## src/hw/rtl/svt_pkg.sv

```systemverilog
`timescale 1ns / 1ps
package svt_pkg;

  localparam int CFG_IDX_W = 3;
  localparam int REG_W     = 48;
  localparam int COMP_W    = 16;

  // datapath widths, sized for the worst case of every operation
  localparam int P_W     = COMP_W + 1;        // first operand, holds a - r
  localparam int PROD1_W = COMP_W + P_W;      // 16 x 17 products
  localparam int U_W     = PROD1_W + 2;       // sum of three products
  localparam int W_W     = PROD1_W + 2;
  localparam int PROD2_W = COMP_W + U_W;      // 16 x 35 products
  localparam int S_W     = PROD2_W + 1;
  localparam int DV_W    = U_W + 1;

  localparam int RND_TOP  = 14;
  localparam int RND_BOT  = 22;
  localparam int SAT_W    = 32;
  localparam int E_FRAC   = 14;
  localparam int V_FRAC   = 8;

  localparam logic [2:0] OP_MOTION     = 3'd0;
  localparam logic [2:0] OP_INV_MOTION = 3'd1;
  localparam logic [2:0] OP_FORCE      = 3'd2;
  localparam logic [2:0] OP_INV_FORCE  = 3'd3;
  localparam logic [2:0] OP_POINT      = 3'd4;
  localparam logic [2:0] OP_INV_POINT  = 3'd5;

  localparam logic [CFG_IDX_W-1:0] REG_ROT_0 = 3'd0;
  localparam logic [CFG_IDX_W-1:0] REG_ROT_1 = 3'd1;
  localparam logic [CFG_IDX_W-1:0] REG_ROT_2 = 3'd2;
  localparam logic [CFG_IDX_W-1:0] REG_TRANS = 3'd3;

  // identity rotation, zero translation
  localparam logic [REG_W-1:0] ROT_0_RESET = 48'h0000_0000_4000;
  localparam logic [REG_W-1:0] ROT_1_RESET = 48'h0000_4000_0000;
  localparam logic [REG_W-1:0] ROT_2_RESET = 48'h4000_0000_0000;
  localparam logic [REG_W-1:0] TRANS_RESET = 48'h0000_0000_0000;

  // cyclic neighbours for the cross product
  localparam int NXT [3] = '{1, 2, 0};
  localparam int PRV [3] = '{2, 0, 1};

  typedef struct packed {
    logic [2:0]               operation;
    logic signed [COMP_W-1:0] comp_0;
    logic signed [COMP_W-1:0] comp_1;
    logic signed [COMP_W-1:0] comp_2;
    logic signed [COMP_W-1:0] comp_3;
    logic signed [COMP_W-1:0] comp_4;
    logic signed [COMP_W-1:0] comp_5;
  } svt_in_t;

  typedef struct packed {
    logic signed [COMP_W-1:0] out_0;
    logic signed [COMP_W-1:0] out_1;
    logic signed [COMP_W-1:0] out_2;
    logic signed [COMP_W-1:0] out_3;
    logic signed [COMP_W-1:0] out_4;
    logic signed [COMP_W-1:0] out_5;
    logic                     saturated;
  } svt_out_t;

  typedef struct packed {
    logic [2:0][REG_W-1:0] rot;
    logic [REG_W-1:0]      trans;
  } svt_cfg_t;

  typedef struct packed {
    logic                valid;
    logic [2:0]          op;
    logic [2:0][U_W-1:0] u;
    logic [2:0][W_W-1:0] w;
  } svt_mid_t;

  typedef struct packed {
    logic                 valid;
    logic [2:0]           op;
    logic [2:0][DV_W-1:0] dv;
    logic [2:0][S_W-1:0]  s;
  } svt_fin_t;

  function automatic logic signed [COMP_W-1:0] get_field(input logic [REG_W-1:0] v,
                                                         input logic [1:0] j);
    return v[{j, 4'd0} +: COMP_W];
  endfunction

  function automatic logic is_inverse(input logic [2:0] op);
    return (op == OP_INV_MOTION) || (op == OP_INV_FORCE) || (op == OP_INV_POINT);
  endfunction

endpackage

```

## src/hw/rtl/svt_round.sv

```systemverilog
`timescale 1ns / 1ps
module svt_round
  import svt_pkg::*;
(
  input  logic     clk,
  input  logic     rst,
  input  svt_fin_t fin,
  output logic     done,
  output svt_out_t result
);

  localparam logic signed [DV_W-1:0] HALF_TOP = DV_W'(1) <<< (RND_TOP - 1);
  localparam logic signed [S_W-1:0]  HALF_BOT = S_W'(1) <<< (RND_BOT - 1);

  logic signed [DV_W-1:0]  dsum [3];
  logic signed [S_W-1:0]   ssum [3];
  logic signed [SAT_W-1:0] rt [3];
  logic signed [SAT_W-1:0] rs [3];
  logic signed [SAT_W-1:0] tv [3];
  logic signed [SAT_W-1:0] bv [3];
  logic [COMP_W:0]         ts [3];
  logic [COMP_W:0]         bs [3];
  svt_out_t                result_next;

  // clamp to 16 bits, flag in the top bit
  function automatic logic [COMP_W:0] sat16(input logic signed [SAT_W-1:0] v);
    logic [COMP_W:0] res;
    if (v > SAT_W'(32767)) begin
      res = {1'b1, 16'h7fff};
    end else if (v < -SAT_W'(32768)) begin
      res = {1'b1, 16'h8000};
    end else begin
      res = {1'b0, v[COMP_W-1:0]};
    end
    return res;
  endfunction

  // add half then floor: ties go toward plus infinity
  always_comb begin
    for (int i = 0; i < 3; i++) begin
      dsum[i] = $signed(fin.dv[i]) + HALF_TOP;
      ssum[i] = $signed(fin.s[i]) + HALF_BOT;
      rt[i] = SAT_W'($signed(dsum[i][DV_W-1:RND_TOP]));
      rs[i] = SAT_W'($signed(ssum[i][S_W-1:RND_BOT]));
      tv[i] = '0;
      bv[i] = '0;
    end
    unique case (fin.op)
      OP_MOTION, OP_INV_MOTION: begin
        tv = rt;
        bv = rs;
      end
      OP_FORCE, OP_INV_FORCE: begin
        tv = rs;
        bv = rt;
      end
      OP_POINT, OP_INV_POINT: begin
        tv = rt;
      end
      default: begin
      end
    endcase
    for (int i = 0; i < 3; i++) begin
      ts[i] = sat16(tv[i]);
      bs[i] = sat16(bv[i]);
    end
    result_next.out_0     = ts[0][COMP_W-1:0];
    result_next.out_1     = ts[1][COMP_W-1:0];
    result_next.out_2     = ts[2][COMP_W-1:0];
    result_next.out_3     = bs[0][COMP_W-1:0];
    result_next.out_4     = bs[1][COMP_W-1:0];
    result_next.out_5     = bs[2][COMP_W-1:0];
    result_next.saturated = ts[0][COMP_W] | ts[1][COMP_W] | ts[2][COMP_W] |
                            bs[0][COMP_W] | bs[1][COMP_W] | bs[2][COMP_W];
  end

  always_ff @(posedge clk) begin
    if (rst) begin
      done <= 1'b0;
    end else begin
      done <= fin.valid;
    end
    result <= result_next;
  end

endmodule
```

## config.mk

```make
export PLATFORM = sky130hd
export DESIGN_NAME = svt_round
export DESIGN_NICKNAME = d
export VERILOG_FILES = /design/src/hw/rtl/svt_pkg.sv /design/src/hw/rtl/svt_round.sv
export SDC_FILE = /design/constraint.sdc
export NUM_CORES = 1
export LEC_CHECK = 0
export BUFFER_PORTS_ARGS = -buffer_cell sky130_fd_sc_hd__buf_2
export CAP_MARGIN = 15
export CORE_AREA = 2 2 145 147
export CTS_CLUSTER_SIZE = 12
export DETAILED_ROUTE_END_ITERATION = 8
export DIE_AREA = 0 0 147 149
export PLACE_DENSITY_LB_ADDON = 0.25
export SLEW_MARGIN = 20
export SYNTH_ARGS = -nofsm -noshare
export SYNTH_HDL_FRONTEND = slang
export SYNTH_SLANG_ARGS = --single-unit
```

## constraint.sdc

```tcl
create_clock -name clk -period 2.7 [get_ports clk]
set_clock_uncertainty 0.15 [all_clocks]
set_input_delay 0 -clock clk [delete_from_list [all_inputs] [get_ports clk]]
set_output_delay 0 -clock clk [all_outputs]
set_load 0.02 [all_outputs]
```

# Yosys cells after proc, flatten, opt, wreduce, memory -nomap -nowiden
# Cells that the tools add are included.
# totals
mem_bits_ro	0
mem_bits_rw	0
mem_count	0
latch_bits	0
register_bits	98
out_inout_bits	98
elab_cells	54
# op_classes
shifts	0
multipliers	0
n_eq_ne	5
order_cmp	12
n_reduce_logical	4
mux	14
n_bitwise	5
div_mod_pow	0
n_addsub	6
# op_table
operator	count
case mux 96 bit (2 select lines)	2
two-way mux 17 bit	12
> comparator 32 x 16 -> 1 bit, second input constant	6
< comparator 32 x 16 -> 1 bit, second input constant	6
adder 52 x 23 -> 52 bit, second input constant	3
adder 36 x 15 -> 36 bit, second input constant	3
equality test 3 x 2 -> 1 bit, second input constant	2
equality test 3 bit, second input constant	2
bitwise OR 1 bit	5
OR reduction 2 bit	2
OR reduction 4 bit	1
equality test 3 x 1 -> 1 bit, second input constant	1
logical NOT 3 bit	1

# Longest topological paths before layout
# Gate-level depths: netlist of run 1.
# depth
word_depth	11
depth_mapped	12
ltp_nobuf	11

# Worst setup path after synthesis of run 1
# OpenSTA, ideal clock, no wires.
# synth_timing
kind	input to register
start	in fin[73] in the netlist's numbering
end	reg result[0] in the netlist's numbering
t_arrival_ns	2.529
required_ns	2.424
n_path_buf	1
setup_time_ns	0.126
cell_stages	11
path_slack_ns	-0.106
cell_sequence	ha_1 > nand3_1 > nor4_2 > buf_4 > nand2_1 > o41ai_2 > o21ai_2 > o41a_1 > o41ai_4 > nor4b_2 > nand3b_1
# synth_lines
element	line_no	text
start, declared	svt_round.sv:7	input svt_fin_t fin,
end signal, assigned	svt_round.sv:83	result <= result_next;
end, declared	svt_round.sv:9	output svt_out_t result

# Final worst setup path of run 1
# layout_timing
start	in fin[125] in the netlist's numbering
end	reg result[1] in the netlist's numbering
# layout_between
elab_chain_len	4
word_cells_on_any_way	5
classes_between	1 x add/sub; 2 x order compare; 2 x mux
# layout_lines
element	line_no	text
adder 52 x 23 -> 52 bit (*)	svt_round.sv:42	ssum[i] = $signed(fin.s[i]) + HALF_BOT;
case mux 96 bit (2 select lines) (*)	svt_round.sv:48	unique case (fin.op)
< comparator 32 x 16 -> 1 bit	svt_round.sv:30	end else if (v < -SAT_W'(32768)) begin
two-way mux 17 bit	svt_round.sv:30	
# Mark *: on every way between the ends. The rest lies on a longest branch, timed or not.
# A chain may end at the register's enable or synchronous reset.

==> impl_results.md, run 1 <==
- Total power: 0.004821 W
- Final Hold Viols: 0
- Layout Nets: 1805
- RSZ-0062 raised after global routing: yes
- Syn nets: 1383
- Hold slack: 0.01422 ns
- Iter 0 DRT Violations: slightly above 900
- Initial antenna violation count: 2
- Port Buffers: between 200 and 300
- Share of the synthesized area in the top cell type: 23.64%
- Crit Path Max Fanout: 5
- CTS root buffer: clkbuf_16
- Pint: 0.003093 W
- Global-route wire length before repair: 49070 µm
- Clock Path Buffers: 2
- Cells after Synth: 1107
- Top cells by area, synth: dfxtp_1 24%, xnor2_1 6.2%, xor2_1 5.8%
- Slew @ Worst Pin: 0.6298 ns
- Critical-path top delay cell: or4_1
- Critical path type: in2reg
- Final worst slack: 0.1107 ns
- Clk pwr share: approximately 30%
- Vias in the first global route: 9510
- Share of cells above drive strength 1: 31.68%
- Fraction of registers with async set/reset: 0%
- Register area: 1962 µm²
- Pin count of the biggest net entering global routing: 74
- Htree depth: 3
- Synth cell types: just under 80
- WP data arrival: about 2.7 ns
- CP cell instances: buf_2, ha_1, nand4_1, or4_1, nor3b_2, o221ai_1, a2111oi_1, o2111ai_1, and2_1, or2_1, o21ai_0
- Sequential share of the synthesized area: 23.64%
- Status: completed
- Busiest grt layer: met2
- Chip height: 149 µm
- FF+latch count, synth: 98
- Die width: 147 µm
- Data required, critical path: 2.84 ns
- Leading area contributor after synthesis: dfxtp_1
- Pre-CTS setup slack: -0.2853 ns
- Routed WL per cell: 17.62 µm
- Global Route met3 Usage: 4.190%
- Clock slew at reported path FFs: 0.08 ns
- Drt first pass iters: 5
- DIE AREA: 21900 µm²
- FP Rows: 53
- # IOs: 368
- Area Growth Syn to Fin: 42.06%
- Yosys Warn Count: 0
- Core area: 20560 µm²
- HPWL after DPL: around 25000 µm
- Number of max-slew violations in the final report: 0
- Initial Utilization: about two fifths
- Share of power burned in registers: 34.8%
- Setup violators final: 0
- Final estimated routing congestion in global placement: about 0.96
- Vias per cell: approximately 5.8
- Clock sinks: 98
- Vias: approximately 10000
- Final period util: 95.90%
- Reported net switching power: between 0.0015 and 0.002 W
- Power Dens Cells: 408.9 nW/µm²
- Top FF cell, synth: dfxtp_1
- Max-slew headroom: 57.91%
- Average size of a mapped cell: between 7 and 8 µm²
- Num CTS Buffers: 9
- Crit start category: input port
- Crit path time final: about 2.6 ns
- Grt ovf: 0
- Leak: 4.946 nW
- CTS tree: done
- Combinational power share: 35.6%
- Cell Area, Synth: 8299 µm²
- CP endpoint kind: flop
- FMAX: 386.2 MHz
- GRT met1 Usage: 38.72%
- GR Layer Usage met2: 43.99%
- Sw frac: 35.83%
- Final std cells w/o fill: between 1500 and 2000
- Max-Cap Viols: 0
- Final antenna-violating net count: 0
- Critical path's largest stage delay: 0.58 ns
- Gr usage total: 27.92%
- Multi-input logic area: 6092 µm²
- Remaining DRCs: 0
- Wirelength, routed: 31920 µm
- Fillers: ~2000
- Final Util: 57.35%
- Max VDD drop: 0.2624 mV
- Cells after DPL: between 1500 and 2000
- EDFF count, synth: 0
- Hold WC Path Type: in2reg
synth_stat cells (all sizes together) (13+ instances only):
library cell,number
nand2,103
dfxtp,98
nor2,90
nand3,72
o21ai,67
xnor2,59
xor2,55
nand4,48
clkbuf,40
nor4,33
a21oi,32
and3,32
nor3,32
o22ai,27
o21a,24
and2,22
and4,20
inv,20
a211oi,19
mux2i,17
o22a,15
a21boi,13
buf,13
kinds of logic after synthesis:
kind of cell	Yosys count	synth area share, %
and+or+nand+nor	504	32.38
AOI/OAI and AO/OA	288	24.54
xor gates and xnor gates	114	12.03
DFF	98	23.64
buffers and inverters	74	3.633
muxes	23	2.864
adders and majority gates	6	0.9045
power groups by stage:
stage          combinational [W]  clock [W]  sequential, W
2_1_floorplan           0.000637          0        0.00194
3_3_place_gp             0.00163          0        0.00171
3_5_place_dp             0.00164          0        0.00171
4_1_cts                  0.00170    0.00145        0.00168
5_1_grt                  0.00184    0.00151        0.00169
6_report                 0.00171    0.00143        0.00168
placed cells by master, fill, tap and decap left out, drive strengths merged, types with 33 or more instances in the layout:
master,count
buf,433
nand2,103
dfxtp,98
nor2,90
nand3,72
o21ai,67
xnor2,59
xor2,55
nand4,48
nor4,33
state kept, by name (all words and copies together), names as in the netlist:
register,count
done,1
result,97
stage by stage:
| stage | area, µm² | TNS, ns |
|---|---|---|
| 3_5_place_dp | 11120 | -7.567 |
| 6_report | 11790 | 0 |
| 5_1_grt | 11790 | -0.008756 |
| 3_3_place_gp | 11120 | -6.375 |
| 4_1_cts | 11750 | 0 |
| 2_1_floorplan | 8320 | -0.01054 |
cell type report:
type | count | area share [%]
clock buffers | 10 | 2.027
diodes | 2 | 0.04245
clock inverters | 6 | 0.6686
well taps | 275 | 2.918
inverters | 21 | 0.6686
repair buffers | 464 | 25.36
flip-flops and latches | 98 | 16.64
multi-input cells | 935 | 51.67
worst max-delay path, delay by kind of cell:
family	cells	cell delay, ns
AND/OR/NAND/NOR	5	1.48
adder cells (fa/ha/maj)	1	0.16
AO/OA/AOI/OAI	4	0.99
buffers and inverters	1	0.10
final timing paths:
kind                  from         end  slack [ns]  depth (start not counted)
setup / recovery  fin[125]   result[1]        0.11                         11
hold / removal    fin[173]  result[84]        0.01                          5
layer usage:
layer / wire (µm) / up-vias
met4: 1053 / 0
met3: 2627 / 80
met1: 14060 / 4756
met2: 14170 / 552
met5: 0 / -
li1: - / 5031
timing repair:
item	4_1_cts	5_1_grt
hold buffers	31	0
hold endpoints to repair	34	0
buffers inserted	0	0
gates resized for setup	0	6
setup endpoints to repair	0	21
Power figures use the tool's default switching activity.
==> run 2, diff against run 1 <==
CORE_AREA = 2 2 143 145   (was 2 2 145 147)
CTS_BUF_LIST = sky130_fd_sc_hd__clkbuf_4   (was unset)
DIE_AREA = 0 0 145 147   (was 0 0 147 149)
==> impl_results.md, run 2 (synthesis results as in run 1) <==
- Initial Utilization: 41.82% (+1.5 points)
- Num CTS Buffers: 9 (unchanged)
- Leak: 5.407 nW (+9.3%)
- Critical path buffer and inverter count: 5 (+4)
- Final Cell Area: 13010 µm² (+10%)
- Critical-path top delay cell: dlygate4sd3_1
- Critical path's largest stage delay: 0.60 ns (+0.02 ns)
- Hold WC Path Type: in2reg
- Gr usage total: 30.90% (+3.0 points)
- Drt first pass iters: 5 (unchanged)
- Port Buffers: 264 (unchanged)
- Most Frequent Cell on Critical Path: dlygate4sd3_1
- Slew @ Worst Pin: 0.4786 ns (-0.1512 ns)
- WP data arrival: 2.99 ns (+0.26 ns)
- Initial antenna violation count: 4 (+2)
- Htree depth: 3 (unchanged)
- Grt ovf: 0 (unchanged)
- Share of cells above drive strength 1: 32.83% (+1.1 points)
- # IOs: 368 (unchanged)
- Area Growth Syn to Fin: 56.72%
- CP cell instances: dlygate4sd3_1, buf_2, ha_1, nand4_1, buf_4, nor2_4, nand3_1, xnor2_1, dlygate4sd3_1, a21oi_1, dlygate4sd3_1, o21ai_0
- Wirelength, routed: 35100 µm (+10%)
- Register area: 1962 µm² (unchanged)
- Setup violators final: 1 (+1)
- Iter 0 DRT Violations: 1031 (+14%)
- Multi-input logic area: 6370 µm² (+4.6%)
- Clock sinks: 98 (unchanged)
- Failing checks: negative setup slack
- HPWL after DPL: 25170 µm (+0.14%)
- RSZ-0062 raised after global routing: yes
- Vias in the first global route: 10660 (+12%)
- Largest delay share family, worst path: buffers and inverters
- Most frequent cells in the layout: 258 x buf_2, 178 x buf_4, 130 x dlygate4sd3_1
- Final antenna-violating net count: 0 (unchanged)
- Final period util: 100.8% (+4.9 points)
- Vias: 11130 (+6.8%)
- Pre-CTS setup slack: -0.3111 ns (-0.02588 ns)
- Core area: 19840 µm² (-3.5%)
- Fillers: 1693 (-14%)
- Final worst slack: -0.02091 ns (-0.1316 ns)
- Max-slew headroom: 67.86% (+10 points)
- CP endpoint kind: flop
- Data required, critical path: 2.97 ns (+0.13 ns)
- Remaining DRCs: 0 (unchanged)
- FP Rows: 52 (-1.9%)
- Vias per cell: 5.804 (+0.88%)
- Biggest register: result
- Final estimated routing congestion in global placement: 0.9536 (-0.18%)
- Final Hold Viols: 0 (unchanged)
- Most common cell after layout, fill and taps aside: buf_2
- CTS root buffer: clkbuf_4
- Clock slew at reported path FFs: 0.18 ns (+0.10 ns)
- Routed WL per cell: 18.30 µm (+3.8%)
- CTS tree: done
- Layout Nets: 1916 (+6.1%)
- Power Dens Cells: 348.1 nW/µm² (-15%)
- Largest registers: result (97), done (1)
- Pin count of the biggest net entering global routing: 58 (-22%)
- Crit path time final: 2.721 ns (+0.1316 ns)
- Status: finished with violations
- Crit Path Max Fanout: 4 (-1)
- Critical path type: in2reg
- Max FFs per register: 97 (unchanged)
- FMAX: 367.5 MHz (-4.8%)
- Chip height: 147 µm (-1.3%)
- Max-Cap Viols: 0 (unchanged)
- Post-place instance area: 11170 µm² (+0.39%)
- Number of max-slew violations in the final report: 0 (unchanged)
- Die width: 145 µm (-1.4%)
- Clock Path Buffers: 2 (unchanged)
- Crit start category: input port
- DIE AREA: 21320 µm² (-2.7%)
- Global-route wire length before repair: 53760 µm (+9.6%)
- Max VDD drop: 0.2860 mV (+9.0%)
==> run 2: path summary, 6_finish.rpt <==
kind / start / end / cells past startpoint
max: fin[170] / result[42] / 12
min: fin[205] / result[69] / 5
==> run 2: layout make-up <==
class                           count  share of cell area (%)
Timing Repair Buffer              575                   31.52
Clock buffer                        9                  0.5195
Multi-Input combinational cell    935                   48.98
Inverter                           21                  0.6061
Tap cell                          270                   2.597
Antenna cell                        3                 0.05772
Sequential cell                    98                   15.08
Clock inverter                      7                  0.6349
==> run 2: where the power goes <==
group | switching [W] | internal [W] | leakage (nW) | total, W
Sequential | 0.0000507 | 0.00163 | 0.824 | 0.00168
Combinational | 0.00109 | 0.000846 | 4.50 | 0.00194
Clock | 0.000614 | 0.000299 | 0.0804 | 0.000912
Total | 0.00176 | 0.00277 | 5.41 | 0.00453
==> run 2: through the flow <==
| step | utilization [%] | total power (W) | hold WS [ns] | std cells | setup TNS (ns) |
|---|---|---|---|---|---|
| floorplan | - | 0.002573 | -0.07839 | 1107 | -0.01054 |
| global placement | 56.28 | 0.003358 | 0.005766 | 1762 | -6.586 |
| detailed placement | 56.28 | 0.003369 | 0.008490 | 1762 | -9.901 |
| CTS | 63.59 | 0.004442 | 0.0006330 | 1908 | 0 |
| global route | 65.53 | 0.004723 | 0.008356 | 1917 | -1.867 |
| finish | 65.54 | 0.004527 | 0.002365 | 1918 | -0.02091 |
==> run 2: tightest hold or removal path, stage by stage <==
cell	delay, ns
buf_2	0.12
nand3_1	0.09
xor2_1	0.09
o22a_1	0.18
a21oi_1	0.15
==> run 2: metal layers <==
layer  part of all wire, %  global-route usage (%)  vias up  wire length (µm)
li1                      -                       -     5223                 -
met1                    42                   40.16     5175             14770
met2                    46                   50.69      612             16100
met3                   8.3                   5.839      120              2925
met4                   3.7                   12.48        2              1285
met5                 0.040                       0        -                14
==> run 2: timing repair <==
| item | 4_1_cts | 5_1_grt |
|---|---|---|
| hold buffers | 130 | 0 |
| resized for setup | 0 | 68 |
| endpoints found under the setup margin | 0 | 90 |
| hold endpoints to repair | 95 | 0 |
| setup buffers | 0 | 7 |
